<file path="src/design/jsd_pkg.sv">
// Shared types and constants for the JIS / Shift-JIS to EUC decoder.
`timescale 1ns / 1ps

package jsd_pkg;

    // Decoder shift state
    typedef enum logic [1:0] {
        DS_ASCII     = 2'd0,
        DS_LEAD      = 2'd1,
        DS_JIS_FIRST = 2'd2,
        DS_JIS_KANJI = 2'd3
    } jsd_dstate_t;

    // Escape sequence progress; the fourth code is unused
    typedef enum logic [1:0] {
        EP_NONE     = 2'd0,
        EP_AFTER_ESC = 2'd1,
        EP_AFTER_SEL = 2'd2
    } jsd_ephase_t;

    // One decoded job: one or two result bytes
    typedef struct packed {
        logic       two;
        logic [7:0] b0;
        logic [7:0] b1;
        logic       bad;
    } jsd_job_t;

    localparam logic [7:0] ESC_BYTE      = 8'h1B;
    localparam logic [7:0] NL_BYTE       = 8'h0A;
    localparam logic [7:0] DOLLAR_BYTE   = 8'h24;
    localparam logic [7:0] LPAREN_BYTE   = 8'h28;
    localparam logic [7:0] QMARK_BYTE    = 8'h3F;
    localparam logic [7:0] CTRL_LIMIT    = 8'h20;
    localparam logic [7:0] BAD_LEAD      = 8'hA2;
    localparam logic [7:0] BAD_TRAIL     = 8'hA3;

    localparam int unsigned CFG_SOURCE_CODE = 0;

endpackage

</file>
<file path="src/design/jsd_front.sv">
// Front end: accepts input bytes, tracks escape and shift state, builds jobs.
`timescale 1ns / 1ps

module jsd_front import jsd_pkg::*; (
    input  logic       aclk,
    input  logic       aresetn,
    input  logic       source_code,
    input  logic       in_fire,
    input  logic [7:0] in_byte,
    output logic       job_push,
    output jsd_job_t   job
);

    jsd_dstate_t dstate_reg, dstate_next;
    jsd_ephase_t ephase_reg, ephase_next;
    logic [7:0]  pend_reg, pend_next;
    logic        etarget_reg, etarget_next;
    logic        job_valid;

    logic [7:0]  pa, pb, sa, sb, sj1, sj2, dbl;

    // Lead / trail pair selection and range check
    function automatic jsd_job_t make_pair(input logic [7:0] c1, input logic [7:0] c2);
        jsd_job_t j;
        j.two = 1'b1;
        j.bad = 1'b0;
        if (c1 < 8'hA1 || (c1 >= 8'hA9 && c1 <= 8'hAF) || c1 >= 8'hF5) begin
            j.b0 = BAD_LEAD;
            j.b1 = BAD_TRAIL;
        end else begin
            j.b0 = c1;
            j.b1 = c2;
        end
        return j;
    endfunction

    // Shift-JIS arithmetic, 8-bit wrap
    always_comb begin
        dbl = {pend_reg[6:0], 1'b0};
        if (in_byte >= 8'h9F) begin
            sj1 = (pend_reg >= 8'hE0) ? dbl - 8'hE0 : dbl - 8'h60;
            sj2 = in_byte + 8'h02;
        end else begin
            sj1 = (pend_reg >= 8'hE0) ? dbl - 8'hE1 : dbl - 8'h61;
            sj2 = (in_byte >= 8'h7F) ? in_byte + 8'h60 : in_byte + 8'h61;
        end
        if (source_code) begin
            pa = sj1;
            pb = sj2;
        end else begin
            pa = pend_reg;
            pb = in_byte;
        end
        sa = pend_reg | 8'h80;
        sb = in_byte | 8'h80;
    end

    always_comb begin
        dstate_next  = dstate_reg;
        ephase_next  = EP_NONE;
        pend_next    = pend_reg;
        etarget_next = etarget_reg;
        job_valid    = 1'b0;
        job          = '{two: 1'b0, b0: in_byte, b1: in_byte, bad: 1'b0};
        unique case (ephase_reg)
            EP_AFTER_ESC: begin
                if (in_byte == DOLLAR_BYTE) begin
                    etarget_next = 1'b1;
                    ephase_next  = EP_AFTER_SEL;
                end else if (in_byte == LPAREN_BYTE) begin
                    etarget_next = 1'b0;
                    ephase_next  = EP_AFTER_SEL;
                end else begin
                    job_valid = 1'b1;
                    job.b0    = 8'h00;
                    job.bad   = 1'b1;
                end
            end
            EP_AFTER_SEL: begin
                dstate_next = etarget_reg ? DS_JIS_KANJI : DS_ASCII;
            end
            default: begin
                if (in_byte == NL_BYTE) begin
                    job_valid = 1'b1;
                end else begin
                    unique case (dstate_reg)
                        DS_ASCII: begin
                            if (in_byte == ESC_BYTE) begin
                                ephase_next = EP_AFTER_ESC;
                            end else if (!source_code) begin
                                if (in_byte[7]) begin
                                    pend_next   = in_byte;
                                    dstate_next = DS_LEAD;
                                end else begin
                                    job_valid = 1'b1;
                                end
                            end else if (in_byte >= 8'hE0 || (in_byte[7] && in_byte < 8'hA0)) begin
                                pend_next   = in_byte;
                                dstate_next = DS_LEAD;
                            end else begin
                                job_valid = 1'b1;
                                job.b0    = in_byte[7] ? QMARK_BYTE : in_byte;
                            end
                        end
                        DS_LEAD: begin
                            dstate_next = DS_ASCII;
                            job_valid   = 1'b1;
                            job         = make_pair(pa, pb);
                        end
                        DS_JIS_FIRST: begin
                            dstate_next = DS_JIS_KANJI;
                            job_valid   = 1'b1;
                            job         = make_pair(sa, sb);
                        end
                        default: begin
                            if (in_byte == ESC_BYTE) begin
                                ephase_next = EP_AFTER_ESC;
                            end else if (in_byte < CTRL_LIMIT) begin
                                job_valid = 1'b1;
                            end else begin
                                pend_next   = in_byte;
                                dstate_next = DS_JIS_FIRST;
                            end
                        end
                    endcase
                end
            end
        endcase
    end

    assign job_push = in_fire && job_valid;

    always_ff @(posedge aclk) begin
        if (!aresetn) begin
            dstate_reg  <= DS_ASCII;
            ephase_reg  <= EP_NONE;
            pend_reg    <= 8'h00;
            etarget_reg <= 1'b0;
        end else if (in_fire) begin
            dstate_reg  <= dstate_next;
            ephase_reg  <= ephase_next;
            pend_reg    <= pend_next;
            etarget_reg <= etarget_next;
        end
    end

endmodule

</file>
<file path="src/design/jsd_queue.sv">
// Small job queue between the front end and the output sequencer.
`timescale 1ns / 1ps

module jsd_queue import jsd_pkg::*; #(
    parameter int unsigned DEPTH = 4
) (
    input  logic     aclk,
    input  logic     aresetn,
    input  logic     push,
    input  jsd_job_t push_job,
    output logic     full,
    input  logic     pop,
    output logic     not_empty,
    output jsd_job_t head
);

    localparam int unsigned PW = (DEPTH > 1) ? $clog2(DEPTH) : 1;
    localparam int unsigned CW = $clog2(DEPTH + 1);
    localparam logic [PW-1:0] LAST_PTR = PW'(DEPTH - 1);
    localparam logic [CW-1:0] FULL_CNT = CW'(DEPTH);

    jsd_job_t      mem [DEPTH];
    logic [PW-1:0] wptr_reg, rptr_reg;
    logic [CW-1:0] cnt_reg;

    assign full      = (cnt_reg == FULL_CNT);
    assign not_empty = (cnt_reg != '0);
    assign head      = mem[rptr_reg];

    always_ff @(posedge aclk) begin
        if (push) begin
            mem[wptr_reg] <= push_job;
        end
    end

    always_ff @(posedge aclk) begin
        if (!aresetn) begin
            wptr_reg <= '0;
            rptr_reg <= '0;
            cnt_reg  <= '0;
        end else begin
            if (push) begin
                wptr_reg <= (wptr_reg == LAST_PTR) ? '0 : wptr_reg + 1'b1;
            end
            if (pop) begin
                rptr_reg <= (rptr_reg == LAST_PTR) ? '0 : rptr_reg + 1'b1;
            end
            if (push && !pop) begin
                cnt_reg <= cnt_reg + 1'b1;
            end else if (pop && !push) begin
                cnt_reg <= cnt_reg - 1'b1;
            end
        end
    end

endmodule

</file>
<file path="src/design/jsd_back.sv">
// Output sequencer: expands queued jobs into one or two result transactions.
`timescale 1ns / 1ps

module jsd_back import jsd_pkg::*; (
    input  logic       aclk,
    input  logic       aresetn,
    input  logic       q_valid,
    input  jsd_job_t   q_head,
    output logic       q_pop,
    output logic       m_valid,
    input  logic       m_ready,
    output logic [7:0] m_out_byte,
    output logic       m_out_last,
    output logic       m_bad_escape
);

    logic       valid_reg;
    logic [7:0] byte_reg;
    logic       last_reg, bad_reg;
    logic       second_reg;      // trail byte still owed
    logic [7:0] trail_reg;
    logic       out_free;

    assign out_free = !valid_reg || m_ready;
    assign q_pop    = out_free && !second_reg && q_valid;

    always_ff @(posedge aclk) begin
        if (!aresetn) begin
            valid_reg  <= 1'b0;
            second_reg <= 1'b0;
        end else if (out_free) begin
            if (second_reg) begin
                valid_reg  <= 1'b1;
                second_reg <= 1'b0;
            end else begin
                valid_reg  <= q_valid;
                second_reg <= q_valid && q_head.two;
            end
        end
    end

    always_ff @(posedge aclk) begin
        if (out_free) begin
            if (second_reg) begin
                byte_reg <= trail_reg;
                last_reg <= 1'b1;
                bad_reg  <= 1'b0;
            end else if (q_valid) begin
                byte_reg  <= q_head.b0;
                last_reg  <= !q_head.two;
                bad_reg   <= q_head.bad;
                trail_reg <= q_head.b1;
            end
        end
    end

    assign m_valid      = valid_reg;
    assign m_out_byte   = byte_reg;
    assign m_out_last   = last_reg;
    assign m_bad_escape = bad_reg;

endmodule

</file>
<file path="src/design/jis_sjis_to_euc_decoder.sv">
// Top level of the JIS / Shift-JIS to EUC byte stream decoder.
`timescale 1ns / 1ps

// Converts a Japanese text byte stream to EUC, one byte per input
// transaction. source_code (APB register at any address, bit 0) picks the
// input form: 0 = JIS escapes or raw EUC, 1 = Shift-JIS. Each input byte
// yields zero, one or two result transactions; out_last marks the final
// result of a byte and bad_escape flags an unrecognized escape sequence.
// The front end takes one byte every cycle while the job queue has room;
// a job (one or two bytes) goes through a QUEUE_DEPTH-entry queue to the
// output sequencer, which sends one result per cycle while m_ready is high.
// Sustained input rate is one byte per cycle for single-result bytes with
// m_ready high; a byte ending a kanji pair yields two results, so pair-heavy
// streams run at the output port's one-result-per-cycle rate. Each result is
// held in an output register. Write source_code only while the block is idle.
module jis_sjis_to_euc_decoder import jsd_pkg::*; #(
    parameter int unsigned QUEUE_DEPTH = 4
) (
    input  logic        aclk,
    input  logic        aresetn,
    // input byte channel
    input  logic        s_valid,
    output logic        s_ready,
    input  logic [7:0]  s_in_byte,
    // result channel
    output logic        m_valid,
    input  logic        m_ready,
    output logic [7:0]  m_out_byte,
    output logic        m_out_last,
    output logic        m_bad_escape,
    // configuration
    input  logic        psel,
    input  logic        penable,
    input  logic        pwrite,
    input  logic [1:0]  paddr,
    input  logic [31:0] pwdata,
    output logic [31:0] prdata,
    output logic        pready
);

    logic     source_code_reg;
    logic     in_fire;
    logic     job_push, q_full, q_pop, q_valid;
    jsd_job_t job, q_head;

    // APB register file: one bit, pready tied high
    assign pready = 1'b1;
    assign prdata = (32'(paddr) >> 2 == 32'(CFG_SOURCE_CODE))
                    ? {31'b0, source_code_reg} : 32'b0;

    always_ff @(posedge aclk) begin
        if (!aresetn) begin
            source_code_reg <= 1'b0;
        end else if (psel && penable && pwrite) begin
            source_code_reg <= pwdata[0];
        end
    end

    // front end stalls only when the queue is full
    assign s_ready = !q_full;
    assign in_fire = s_valid && s_ready;

    jsd_front u_front (
        .aclk        (aclk),
        .aresetn     (aresetn),
        .source_code (source_code_reg),
        .in_fire     (in_fire),
        .in_byte     (s_in_byte),
        .job_push    (job_push),
        .job         (job)
    );

    jsd_queue #(
        .DEPTH (QUEUE_DEPTH)
    ) u_queue (
        .aclk      (aclk),
        .aresetn   (aresetn),
        .push      (job_push),
        .push_job  (job),
        .full      (q_full),
        .pop       (q_pop),
        .not_empty (q_valid),
        .head      (q_head)
    );

    jsd_back u_back (
        .aclk         (aclk),
        .aresetn      (aresetn),
        .q_valid      (q_valid),
        .q_head       (q_head),
        .q_pop        (q_pop),
        .m_valid      (m_valid),
        .m_ready      (m_ready),
        .m_out_byte   (m_out_byte),
        .m_out_last   (m_out_last),
        .m_bad_escape (m_bad_escape)
    );

endmodule
</file>
<file path="config.mk">
export PLATFORM = sky130hd
export DESIGN_NAME = jis_sjis_to_euc_decoder
export DESIGN_NICKNAME = d
export VERILOG_FILES = /design/src/design/jsd_pkg.sv /design/src/design/jsd_front.sv /design/src/design/jsd_queue.sv /design/src/design/jsd_back.sv /design/src/design/jis_sjis_to_euc_decoder.sv
export SDC_FILE = /design/constraint.sdc
export NUM_CORES = 1
export LEC_CHECK = 0
export ABC_AREA = 1
export BUFFER_PORTS_ARGS = -buffer_cell sky130_fd_sc_hd__buf_4
export CAP_MARGIN = 20
export CORE_ASPECT_RATIO = 0.9
export CORE_MARGIN = 1.5
export CORE_UTILIZATION = 50
export DETAILED_ROUTE_END_ITERATION = 6
export GPL_TIMING_DRIVEN = 1
export HOLD_SLACK_MARGIN = 0.1
export PLACE_DENSITY_LB_ADDON = 0.25
export SYNTH_ARGS = -nofsm -noshare
export SYNTH_HDL_FRONTEND = slang
export SYNTH_SLANG_ARGS = --single-unit
</file>
<file path="constraint.sdc">
create_clock -name aclk -period 2.8 [get_ports aclk]
set_input_delay 0.14 -clock aclk [delete_from_list [all_inputs] [get_ports aclk]]
set_output_delay 0.14 -clock aclk [all_outputs]
set_load 0.02 [all_outputs]
</file>
==> summary.txt <==
Global routing
  – Global route overflow: 0
  – Largest net degree at the start of global routing: 37
  – Total track usage: 25.9%
  – First-pass GRT wire length: 28.1 mm
  – Initial antenna violation count: 0
  – Vias in the first global route: 5479

Power and ir drop
  – Leakage dissipation: 3.17 nW
  – Clk pwr share: 29.1%
  – Net Sw Frac: 36.4%
  – Internal power: 4.64 mW
  – Net Switching: 2.66 mW
  – Seq pwr share: 35.5%
  – Comb power frac: 35.3%
  – Peak VDD IR: 743 uV
  – P per Cell Area: 942 nW/um^2

Setup path
  – Maximum fanout along the worst path: 8
  – Critical Path AT: 2.72 ns
  – CP required: 2.93 ns
  – Critical Setup Path Class: flop to flop
  – Worst setup SP type: flop
  – Worst setup EP type: flop

Floorplanning
  – Core footprint: 12800 um^2
  – Die X: 125 um
  – Die area: 14000 um^2
  – Site Rows: 39
  – Starting Density: 51.9%
  – I/O pins: 94
  – Die Ht: 113 um

Routing
  – Vias per cell: 5.62
  – Wire length per cell: 17.5 um
  – Vias: 5602
  – Initial DRT Pass Iterations: 4
  – DRC violations left: 0
  – ANT nets after route: 0
  – DR iter-0 viols: 431
  – DRT Wirelength: 17.5 mm

Timing
  – Slew Viols, Final: 0
  – Fin crit share: 92.8%
  – Min Tclk post-route: 2.60 ns
  – TNS Setup: 0 ns
  – Hold Vio Cnt, Final: 0
  – Measured slew at the worst slew-check pin: 0.651 ns
  – Setup violations, final: 0
  – Max Clock Freq: 0.385 GHz
  – RSZ-0062 raised after global routing: no
  – Setup Skew: 0.0101 ns
  – Normalized max-slew margin: 56.6%

CTS
  – Inserted Clock Buffers: 17
  – CTS tree: done
  – Clk slew on worst S/H paths: 0.06 ns
  – H-tree lvl count: 4
  – Clk root buf: clkbuf_16
  – Setup bufs post-CTS: 0
  – Num Clock Sinks: 115
  – Max Root-Sink Buffers: 2
  – Worst-Skew Late Latency: 0.41 ns

Synthesis
  – Syn avg cell area: 8.69 um^2
  – Post-Syn Area: 6660 um^2
  – Top FF cell, synth: edfxtp_1
  – Most frequent cell after synthesis: nand2_1
  – Most frequent cells after synthesis: nand2_1, nor2_1, edfxtp_1
  – Area contributors post-synth: edfxtp_1, dfxtp_1, nand2_1
  – Synth warn: 0
  – Post-synth top area share: 40.6%
  – Unique masters post-synth: 49
  – Register area share after synthesis: 48.1%
  – EDFF count, synth: 90
  – Yosys top cell by area: edfxtp_1
  – Flops & latches, synth: 115
  – Synth Instances: 767
  – Ys async rst share: 0%

Finish
  – FILL cells: 1137
  – Layout cells sized above 1: 16.0%
  – Reg area: 3200 um^2
  – Layout Area Growth over Synthesis: 16.2%
  – Final #Nets: 898
  – Most flop-heavy register: u_queue.mem
  – Final Util: 60.4%
  – Area of the multi-input gates: 2910 um^2
  – Max FFs per register: 72
  – Antenna cells: 0

Outcome
  – Status: completed

Place
  – Placer Congestion: 1.00
  – PortBufs: 28
  – HPWL Detailed: 12.6 mm

Flow run
  – Total of max-cap violations: 0

Min path
  – Hold Crit Class: input port to flop
==> worst max-delay path, stage by stage (launching register included) <==
cell,delay [ns]
dfxtp_1,0.41
inv_1,0.14
ha_1,0.28
nand2_1,0.14
nand2_1,0.06
nand2_1,0.07
nand3_1,0.07
nand3_1,0.08
nand2_1,0.09
nand2_1,0.11
o21ai_1,0.06
nand2_1,0.10
nand3_4,0.15
nand2_4,0.16
nor2_1,0.07
o21ai_1,0.18
nand2_1,0.14
==> through the flow <==
step | total power, mW | worst slack (ns) | cells | instance area (um^2) | hold WS, ns
3_3_place_gp | 5.07 | 0.191 | 961 | 7090 | 0.425
6_report | 7.30 | 0.201 | 997 | 7750 | 0.168
5_1_grt | 7.73 | 0.00718 | 997 | 7750 | 0.167
4_1_cts | 7.32 | 0.179 | 997 | 7730 | 0.140
3_5_place_dp | 5.17 | 0.143 | 961 | 7090 | 0.433
2_1_floorplan | 4.33 | 0.248 | 797 | 6780 | 0.278
==> layout make-up <==
class | instances | share of cell area, %
flip-flops and latches | 115 | 41.4
multi-input cells | 546 | 37.6
repair buffers | 65 | 7.11
clock buffers | 17 | 5.49
inverters | 76 | 3.72
well taps | 164 | 2.65
clock inverters | 14 | 2.12
==> power groups by stage <==
stage | combinational, mW | clock (mW) | sequential, mW
2_1_floorplan | 1.64 | 0 | 2.69
3_3_place_gp | 2.47 | 0 | 2.61
3_5_place_dp | 2.55 | 0 | 2.62
4_1_cts | 2.56 | 2.16 | 2.59
5_1_grt | 2.87 | 2.23 | 2.63
6_report | 2.58 | 2.13 | 2.59
==> routing by layer <==
metal,wire length [um],GRT usage (%),vias up
li1,-,-,2674
met1,7770,34.2,2689
met2,8260,42.1,206
met3,1120,6.15,33
met4,320,8.58,0
met5,0,0,-
==> path summary, 6_finish.rpt <==
path	endpoint	cells after the start	startpoint	slack (ns)
max	u_queue.mem[1][15]$_DFFE_PP_	16	u_front.pend_reg[1]$_SDFFE_PN0P_	0.20
min	u_front.pend_reg[3]$_SDFFE_PN0P_	3	s_in_byte[3]	0.17
max reg2reg	u_queue.mem[1][15]$_DFFE_PP_	16	u_front.pend_reg[1]$_SDFFE_PN0P_	0.20
min reg2reg	u_front.pend_reg[7]$_SDFFE_PN0P_	2	u_front.pend_reg[7]$_SDFFE_PN0P_	0.48
==> placed cells by master (no fill, tap or decap), drive strengths merged <==
cell type / n
a21oi: 51
o311ai: 1
xor2: 5
a31o: 1
buf: 60
ha: 27
o21ai: 83
clkbuf: 17
clkinv: 9
nor3: 4
clkinvlp: 4
a41oi: 2
nor2: 113
a31oi: 11
fa: 1
nand3: 47
o21a: 1
nand3b: 3
nand4: 5
o31ai: 3
dlygate4sd3: 5
a221oi: 1
o211a: 1
a21boi: 2
dfxtp: 25
xnor2: 2
inv: 74
nor4: 1
nand2: 126
conb: 32
o2111ai: 1
edfxtp: 90
bufinv: 3
o211ai: 2
o22ai: 11
a211oi: 8
o32ai: 1
==> cells by family after synthesis <==
kind of cell               share of synthesized area (%)
AOI/OAI and AO/OA                                   15.4
buffers and inverters                               10.2
adders and majority gates                           5.37
other                                              0.113
and+or+nand+nor                                     19.9
xor gates and xnor gates                           0.920
DFF                                                 48.1
==> what timing repair did <==
item	4_1_cts	5_1_grt
endpoints found under the setup margin	0	10
hold buffers	5	0
endpoints found under the hold margin	18	0
resized for setup	0	4
Note: power is estimated with default switching activity, not from simulation.
